## config.mk

```make
export PLATFORM = sky130hd
export DESIGN_NAME = bcf_ctrl
export DESIGN_NICKNAME = d
export VERILOG_FILES = /design/src/bcf_pkg.sv /design/src/bcf_ctrl.sv
export SDC_FILE = /design/constraint.sdc
export NUM_CORES = 1
export LEC_CHECK = 0
export BUFFER_PORTS_ARGS = -buffer_cell sky130_fd_sc_hd__buf_2
export CAP_MARGIN = 10
export CORE_AREA = 3 3 40 42
export CTS_CLUSTER_DIAMETER = 60
export DETAILED_ROUTE_END_ITERATION = 7
export DIE_AREA = 0 0 43 45
export PLACE_DENSITY = 0.73
export SLEW_MARGIN = 15
export SYNTH_ARGS = -nofsm -noshare
export SYNTH_HDL_FRONTEND = slang
export SYNTH_SLANG_ARGS = --single-unit
```

## constraint.sdc

```tcl
create_clock -name i_clk -period 3.5 [get_ports i_clk]
set_clock_uncertainty 0.15 [all_clocks]
set_input_delay 0.7 -clock i_clk [delete_from_list [all_inputs] [get_ports i_clk]]
set_output_delay 0.7 -clock i_clk [all_outputs]
set_load 0.01 [all_outputs]
```

## src/bcf_pkg.sv

```systemverilog
`timescale 1ns / 1ps

package bcf_pkg;

    // curve parameter t in unsigned q1.16, one sign-free bit above the fraction
    localparam int unsigned T_W       = 17;
    localparam int unsigned SEG_W     = 6;
    localparam logic [SEG_W-1:0] SEG_RESET = 6'd9;
    localparam logic [SEG_W-1:0] SEG_MIN   = 6'd1;

    // restoring division of 2^16 by the segment count, one quotient bit a step
    localparam int unsigned DIV_STEPS = T_W;
    localparam int unsigned CNT_W     = $clog2(DIV_STEPS);
    localparam logic [T_W-1:0] T_ONE  = 17'h10000;

    // bernstein terms per point (quadratic uses a zero fourth weight)
    localparam int unsigned MAC_TERMS = 4;
    localparam int unsigned K_W       = $clog2(MAC_TERMS);

    // weight widths: squares up to 2^32, cubes up to 2^48
    localparam int unsigned SQ_W  = 33;
    localparam int unsigned WGT_W = 49;
    localparam int unsigned LO_W  = 24;
    localparam int unsigned HI_W  = WGT_W - LO_W;

    // final right shifts after the low half has been folded in
    localparam int unsigned QUAD_SHIFT  = 32 - LO_W;
    localparam int unsigned CUBIC_SHIFT = 48 - LO_W;

    typedef struct packed {
        logic           in_rdy;
        logic           div_step;
        logic           sq;
        logic           wt;
        logic           mul;
        logic [K_W-1:0] k;
        logic           emit;
    } t_cmd;

    typedef struct packed {
        logic in_vld;
        logic out_free;
        logic last;
    } t_sts;

endpackage

```

## src/bcf_ctrl.sv

```systemverilog
`timescale 1ns / 1ps

module bcf_ctrl (
    input  logic          i_clk,
    input  logic          i_rst_n,
    input  bcf_pkg::t_sts i_sts,
    output bcf_pkg::t_cmd o_cmd
);

    localparam logic [2:0] S_IDLE = 3'd0;
    localparam logic [2:0] S_DIV  = 3'd1;
    localparam logic [2:0] S_SQ   = 3'd2;
    localparam logic [2:0] S_WT   = 3'd3;
    localparam logic [2:0] S_MAC  = 3'd4;
    localparam logic [2:0] S_FIN  = 3'd5;
    localparam logic [2:0] S_OUT  = 3'd6;

    localparam logic [bcf_pkg::CNT_W-1:0] DIV_LAST =
        bcf_pkg::CNT_W'(bcf_pkg::DIV_STEPS - 1);
    localparam logic [bcf_pkg::CNT_W-1:0] MAC_LAST =
        bcf_pkg::CNT_W'(bcf_pkg::MAC_TERMS - 1);

    logic [2:0]                r_state, n_state;
    logic [bcf_pkg::CNT_W-1:0] r_cnt, n_cnt;

    always_comb begin
        n_state      = r_state;
        n_cnt        = r_cnt;
        o_cmd        = '0;
        o_cmd.k      = r_cnt[bcf_pkg::K_W-1:0];
        case (r_state)
            S_IDLE: begin
                o_cmd.in_rdy = 1'b1;
                if (i_sts.in_vld) begin
                    n_state = S_DIV;
                    n_cnt   = '0;
                end
            end
            S_DIV: begin
                o_cmd.div_step = 1'b1;
                if (r_cnt == DIV_LAST) begin
                    n_state = S_SQ;
                end else begin
                    n_cnt = r_cnt + 1'b1;
                end
            end
            S_SQ: begin
                o_cmd.sq = 1'b1;
                n_state  = S_WT;
            end
            S_WT: begin
                o_cmd.wt = 1'b1;
                n_state  = S_MAC;
                n_cnt    = '0;
            end
            S_MAC: begin
                o_cmd.mul = 1'b1;
                if (r_cnt == MAC_LAST) begin
                    n_state = S_FIN;
                end else begin
                    n_cnt = r_cnt + 1'b1;
                end
            end
            S_FIN: begin
                n_state = S_OUT;
            end
            S_OUT: begin
                if (i_sts.out_free) begin
                    o_cmd.emit = 1'b1;
                    n_state    = i_sts.last ? S_IDLE : S_SQ;
                end
            end
            default: begin
                n_state = S_IDLE;
            end
        endcase
    end

    always_ff @(posedge i_clk) begin
        if (!i_rst_n) begin
            r_state <= S_IDLE;
            r_cnt   <= '0;
        end else begin
            r_state <= n_state;
            r_cnt   <= n_cnt;
        end
    end

endmodule

```

# ---- Yosys cells after proc, flatten, opt, wreduce, memory -nomap -nowiden
# Index checks and enable logic that the tools add are counted.
dict set report totals {
  register_bits 8
  in_bits 5
  output_inout_bits 8
  wordCells 38
}
dict set report op_classes {
  add_sub_neg 1
  eq_ne 14
  n_mux 17
  n_reduce_logical 4
}
# operator n
set ops {}
lappend ops {{3-bit one-hot mux with 7 select lines} 1}
lappend ops {{5-bit one-hot mux with 4 select lines} 1}
lappend ops {{5-bit two-way mux} 3}
lappend ops {{3-bit two-way mux} 4}
lappend ops {{2-bit inequality test (second input constant)} 6}
lappend ops {{3-bit == test (second input constant)} 3}
lappend ops {{4-bit AND reduction} 2}
lappend ops {{1-bit two-way mux} 7}
lappend ops {{3-bit by 2-bit == test with 1-bit output (second input constant)} 2}
lappend ops {{5-bit by 1-bit adder with 5-bit output (second input constant)} 1}
lappend ops {{5-bit by 2-bit == test with 1-bit output (second input constant)} 1}
lappend ops {{5-bit == test (second input constant)} 1}
lappend ops {{4-bit nonzero test} 1}
lappend ops {{3-bit by 1-bit == test with 1-bit output (second input constant)} 1}
lappend ops {{3-bit logical NOT} 1}
lappend ops {{2-bit two-way mux} 1}

# ---- Longest topological paths before layout
# Gate-level depths: netlist of run 1.
dict set report depth {
  depth_word 3
  mapped_depth 6
  depth_no_buf 6
}

# ---- Least setup slack after synthesis of run 1
# Ideal clock, no wire load.
dict set report synth_timing {
  path_kind {input port to output port}
  from {input port i_sts[1] in the netlist's numbering}
  to {output port o_cmd[0] in the netlist's numbering}
  arrival_ns 0.880
  t_required_ns 2.650
  path_slack_ns 1.770
  stages 1
  path_buffers 0
  cell_sequence {and3_1}
}
dict set report synth_between {
  elab_chain_len 2
}
# element line_no
set synth_rtl {}
lappend synth_rtl {{start, declared} bcf_ctrl.sv:6} ;# input bcf_pkg::t_sts i_sts,
lappend synth_rtl {{1-bit two-way mux} bcf_ctrl.sv:68} ;# if (i_sts.out_free) begin
lappend synth_rtl {{1-bit two-way mux} bcf_ctrl.sv:31} ;# case (r_state)
lappend synth_rtl {{end, declared} bcf_ctrl.sv:7} ;# output bcf_pkg::t_cmd o_cmd
# Every way passes these cells.

==> impl_metrics.tcl, run 1 <==
set metrics [dict create \
    synth_largest_area_cell "dfxtp_1" \
    power_w 0.000199 \
    routed_wl_um 1190 \
    hold_viol_final 0 \
    clk_pin_slew_worst_paths_ns 0.05 \
    fillers 133 \
    max_freq_ghz 0.474 \
    rows 13 \
    netSwitchingFraction 0.260 \
    power.internal_w 0.000147 \
    syn_area_um2 556 \
    rsz0062_at_grt "false" \
    power_leakage_nw 0.263 \
    drive_above_1_share 0.293 \
    synth.distinct_cells 32 \
    io_buffers 12 \
    syn_nets 71 \
    hold_start "r_cnt[4]" \
    yosys.area_share.simple 0.315 \
    grt_pass1_vias 467 \
    wl_per_cell_um 13.2 \
    clk_latency_ns 0.26 \
    die-area_um2 1940 \
    nNetsFinal 84 \
    hpwl_um 874 \
    worst_pin_slew_ns 0.471 \
    grt.total_usage 0.145 \
    cap_violations 0 \
    cts_resized 0 \
    p_sw_w 0.0000518 \
    clockPowerShare 0.358 \
    clock_sinks 8 \
    ios 13 \
    fin_util 0.483 \
    clk_path_buf_depth 2 \
    synth_seq_area_share 0.288 \
    h-tree-depth 1 \
    antenna_found_initial 0 \
    grt_max_degree 15 \
    die_x_um 43 \
    p_seq_frac 0.491 \
    synth.area.mux_share 0.0180 \
    synth_fa_ha_area_frac 0.0450 \
    cts_root_buf "clkbuf_4" \
    synth_xor_area_frac 0 \
    slew_viol_final 0 \
    multi_input_area_um2 344 \
    drt_iter0_drc 3 \
    ir_worst_vdd_uv 142 \
    p_comb_frac 0.151 \
    cp-startpoint "r_state[0]" \
    dr.pass1.iters 4 \
    worst-setup-path-type "reg -> out" \
    cts_tree "built" \
    slew_headroom 0.685 \
    crit_required_ns 2.65 \
    antenna_left 0 \
    period_needed_ns 2.11 \
    coreArea_um2 1280 \
    synth_area_leaders "dfxtp_1 29%, a31oi_1 6.8%, ha_1 4.5%" \
    holdBufCountCts 0 \
    initial_utilization 0.432 \
    hold_class "reg -> reg" \
    grt_pass1_wl_um 2060 \
    synth_top_family_by_area "simple AND/OR/NAND/NOR gates" \
    cp-start-kind "register" \
    drc 0 \
    seq_area_um2 160 \
    layoutNonFillerInstCount 90 \
    die_y_um 45 \
    via_per_inst 5.68 \
    grt-ovfl-total 0 \
    layout_worst_path_cycle_share 0.602 \
    placed_cells 87 \
    synth_compound_area_frac 0.241 \
    numCtsBuffers 3 \
    arrival_ns 1.26 \
    powerDensity_nw_per_um2 321 \
    synthToLayoutAreaGrowth_pct 11.7 \
    gp_congestion 0.752 \
    synth_cells 64 \
    synth_top_cell_area_share 0.288 \
    num_vias 511 \
    postCtsSetupBuffers 0 \
    crit_path_max_fanout 9 \
    end_kind "output pin" \
    yosysWarnings 0 \
    status "completed" \
    synth.avg_cell_area_um2 8.68 \
    ys_ff_latch 8 \
    n_antenna_cell 0 \
    reg2reg_from "r_cnt[1]" \
    fin_setup_tns_ns 0 \
    setup_viol 0 \
]
## cells in the final DEF (no fill, tap or decap), types with 2 or more instances in the layout
cell type | netlist | layout
nand2b_1 | 4 | 4
clkbuf_4 | 0 | 3
nand2_1 | 2 | 2
inv_1 | 4 | 4
nand3_1 | 3 | 3
ha_1 | 2 | 2
a31oi_1 | 6 | 6
buf_2 | 0 | 12
and3_1 | 2 | 2
nor3_1 | 2 | 2
dfxtp_1 | 8 | 8
nor2_1 | 4 | 4
nor2b_1 | 3 | 3
o21ai_0 | 2 | 2
## synthesized netlist by cell type (all sizes together)
master,n
a21boi,2
a21oi,1
a221o,1
a2bb2oi,1
a31oi,6
and2,1
and2b,1
and3,3
and4bb,1
buf,3
clkbuf,1
dfxtp,8
ha,2
inv,4
mux2i,1
nand2,2
nand2b,5
nand3,3
nor2,4
nor2b,3
nor3,2
nor4b,1
o21ai,3
o22ai,1
o311ai,1
o31ai,1
o32ai,1
or2b,1
## state kept, by name, indices dropped and copies added (netlist names)
name	flops
r_cnt	5
r_state	3
## routing by layer
metal	wire length, um	GRT usage
met2	525	0.225
met4	9	0.0904
met1	580	0.174
met5	0	0
met3	73	0.0478
## power groups by stage
| stage | Clock, W | Sequential, W | Combinational [W] |
|---|---|---|---|
| 5_1_grt | 0.0000791 | 0.0000982 | 0.0000339 |
| 4_1_cts | 0.0000754 | 0.0000978 | 0.0000303 |
| 3_3_place_gp | 0 | 0.0000995 | 0.0000294 |
| 2_1_floorplan | 0 | 0.0000986 | 0.0000222 |
| 6_report | 0.0000713 | 0.0000978 | 0.0000301 |
| 3_5_place_dp | 0 | 0.0000998 | 0.0000302 |
## critical path, cell delays in order, from the launching register on
cell and delay [ns]:
dfxtp_1 0.49, nand2b_1 0.21, nor2_1 0.16, buf_2 0.15
## worst paths after layout
path         slack, ns       end  cells after the start
max               1.39  o_cmd[4]                      3
min               0.36  r_cnt[4]                      1
max reg2reg       1.60  r_cnt[2]                      5
min reg2reg       0.36  r_cnt[4]                      1
## kinds of logic (layout without fill, tap and decap cells)
logic type,after synthesis,in the layout
multiplexers,1,1
AND/OR/NAND/NOR,27,27
AO/OA/AOI/OAI,18,18
flip-flops,8,8
buffers and inverters,8,19
adder cells (fa/ha/maj),2,2
## per-stage QoR
stage               instance area (um2)  hold WS, ns  setup WS, ns
finish                              621        0.357          1.39
global route                        621        0.392          1.26
CTS                                 621        0.355          1.38
detailed placement                  598        0.343          1.52
global placement                    598        0.339          1.56
floorplan                           556        0.312          1.77
## cell type report
class | instances | area share
clock buffers | 3 | 0.0363
inverters | 4 | 0.0242
multi-input cells | 48 | 0.554
flip-flops and latches | 8 | 0.258
well taps | 15 | 0.0302
repair buffers | 12 | 0.0968
Power figures use the tool's default switching activity.
==> run 2: changes to the inputs <==
PLACE_DENSITY = 0.76   (was 0.73)
clock period = 1.79 ns   (was 3.5 ns; I/O delays follow)
==> run 2 against run 1 <==
Against the previous run:
- first-iteration DRC count rose to 5.0 times the previous value
- sequential cell count did not move
- die area stayed put
- critical path type is now reg -> reg
- largest power group unchanged
- count of clock-buffer cells in the layout unchanged
- cell count grew 4.4%
- total power grew 99%
- non-clock buffer count is 4 higher
- setup slack lost 1.3 ns
==> impl_metrics.tcl, run 2 (same netlist as run 1, synthesis figures left out) <==
set metrics [dict create \
    max_freq_ghz 0.578 \
    io_buffers 12 \
    hpwl_um 941 \
    grt_max_degree 11 \
    placedInstanceArea_um2 621 \
    regToRegEndpoint "r_cnt[2]" \
    drive_above_1_share 0.443 \
    crit_path_top_delay_cell "a221o_1" \
    coreArea_um2 1280 \
    top_register "r_cnt" \
    drt_iter0_drc 15 \
    cts_tree "built" \
    crit_required_ns 1.76 \
    cp-start-kind "register" \
    worst-setup-path-type "reg -> reg" \
    r2r_slack_ns 0.06 \
    layoutNonFillerInstCount 94 \
    slowest_delay_ns 0.39 \
    cap_violations 0 \
    drc 0 \
    n_antenna_cell 0 \
    initial_utilization 0.432 \
    cp_cell_sequence "inv_2, ha_2, and4bb_4, a221o_1, o311ai_2, a31oi_1" \
    antenna_left 0 \
    rr_worst_depth 6 \
    power.internal_w 0.000293 \
    status "completed" \
    hold_start "i_rst_n" \
    clock_sinks 8 \
    ir_worst_vdd_uv 347 \
    grt_pass1_wl_um 2100 \
    num_vias 521 \
    dr.pass1.iters 4 \
    cts_root_buf "clkbuf_4" \
    clk_path_buf_depth 2 \
    powerDensity_nw_per_um2 594 \
    via_per_inst 5.54 \
    final_common_cell "buf_2" \
    clk_pin_slew_worst_paths_ns 0.05 \
    reg_top3 "r_cnt: 5 flops, r_state: 3 flops" \
    numCtsBuffers 3 \
    worstHoldPathCells 2 \
    rsz0062_at_grt "false" \
    hold-worst-slack_ns 0.258 \
    slew_viol_final 0 \
    crit_path_max_fanout 4 \
    min_to "r_state[1]" \
    grt_pass1_vias 500 \
    placed_cells 90 \
    reg2reg_from "r_cnt[0]" \
    period_needed_ns 1.73 \
    p_comb_frac 0.161 \
    end_kind "register" \
    hold_class "in -> reg" \
    grt.total_usage 0.143 \
    h-tree-depth 1 \
    fin_util 0.519 \
    clockPowerShare 0.353 \
    grt-ovfl-total 0 \
    antenna_found_initial 0 \
    arrival_ns 1.70 \
    hold_viol_final 0 \
    die-area_um2 1940 \
    ios 13 \
    synthToLayoutAreaGrowth_pct 20.0 \
    final_cell_area_um2 667 \
    fin_setup_tns_ns 0 \
    routed_wl_um 1210 \
    worst_pin_slew_ns 0.408 \
    setup_viol 0 \
    rows 13 \
    layout_common_cells "12 x buf_2, 6 x a31oi_1, 5 x dfxtp_2" \
    power_leakage_nw 0.287 \
    die_x_um 43 \
    clk_latency_ns 0.25 \
    fillers 126 \
    netSwitchingFraction 0.262 \
    slew_headroom 0.727 \
    nNetsFinal 88 \
    wl_per_cell_um 12.9 \
    p_seq_frac 0.486 \
    layout_worst_path_cycle_share 0.967 \
    p_sw_w 0.000104 \
    largest_register_ffs 5 \
    gp_congestion 0.814 \
    die_y_um 45 \
]
[run 2: changes by cell type in the layout (fill, tap and decap cells not counted)]
cell / change
dfxtp_1: -5
dfxtp_2: +5
buf_4: +4
ha_1: -1
ha_2: +1
inv_1: -1
inv_2: +1
nand2b_1: -1
nand2b_2: +1
o31ai_1: -1
o31ai_2: +1
[run 2: power by group through the flow]
stage / clock [W] / combinational (W) / sequential [W]
5_1_grt: 0.000152 / 0.0000704 / 0.000194
3_3_place_gp: 0 / 0.0000599 / 0.000194
3_5_place_dp: 0 / 0.0000615 / 0.000195
2_1_floorplan: 0 / 0.0000434 / 0.000193
6_report: 0.000140 / 0.0000639 / 0.000193
4_1_cts: 0.000144 / 0.0000620 / 0.000191
[run 2: critical path, delay by kind of cell (launching register included)]
| kind | cells | cell delay, ns |
|---|---|---|
| adder cells (fa/ha/maj) | 1 | 0.17 |
| AND/OR/NAND/NOR | 1 | 0.20 |
| flip-flops | 1 | 0.35 |
| AO/OA/AOI/OAI | 3 | 0.69 |
| buffers and inverters | 1 | 0.05 |
[run 2: worst max path at each step]
stage,start,endpoint,slack (ns),cells after the start
after floorplan,r_cnt[0],r_cnt[2],0.16,6
after detailed placement,r_cnt[0],r_cnt[2],0.03,6
after global placement,r_cnt[0],r_cnt[4],0.11,6
after global routing,r_cnt[1],r_cnt[2],0.002,6
final,r_cnt[0],r_cnt[2],0.06,6
after CTS,r_state[0],o_cmd[4],0.01,3
[run 2: final cells by class]
cell class                 count  area (um2)  share of cell area
multi-input combinational     48         354               0.531
sequential                     8         166               0.250
timing repair buffer          16        90.1               0.135
clock buffer                   3        22.5              0.0338
tap                           15        18.8              0.0281
inverter                       4        15.0              0.0225
[run 2: repair_timing]
action / in CTS / in global routing
hold buffers: 0 / 0
setup endpoints to repair: 0 / 9
resized for setup: 0 / 9
buffers inserted: 0 / 1
[run 2: layer usage]
metal  part of all wire  up-vias  GRT usage  wire [um]
li1                   -      265          -          -
met1               0.42      240      0.165        511
met2               0.50       14      0.243        604
met3              0.071        2     0.0637         86
met4             0.0083        0     0.0422         10
met5                  0        -          0          0
[run 2: stage by stage]
step	power [W]	worst slack (ns)
finish	0.000396	0.0589
global route	0.000417	0.00233
CTS	0.000397	0.0136
detailed placement	0.000256	0.0285
global placement	0.000254	0.108
floorplan	0.000236	0.163
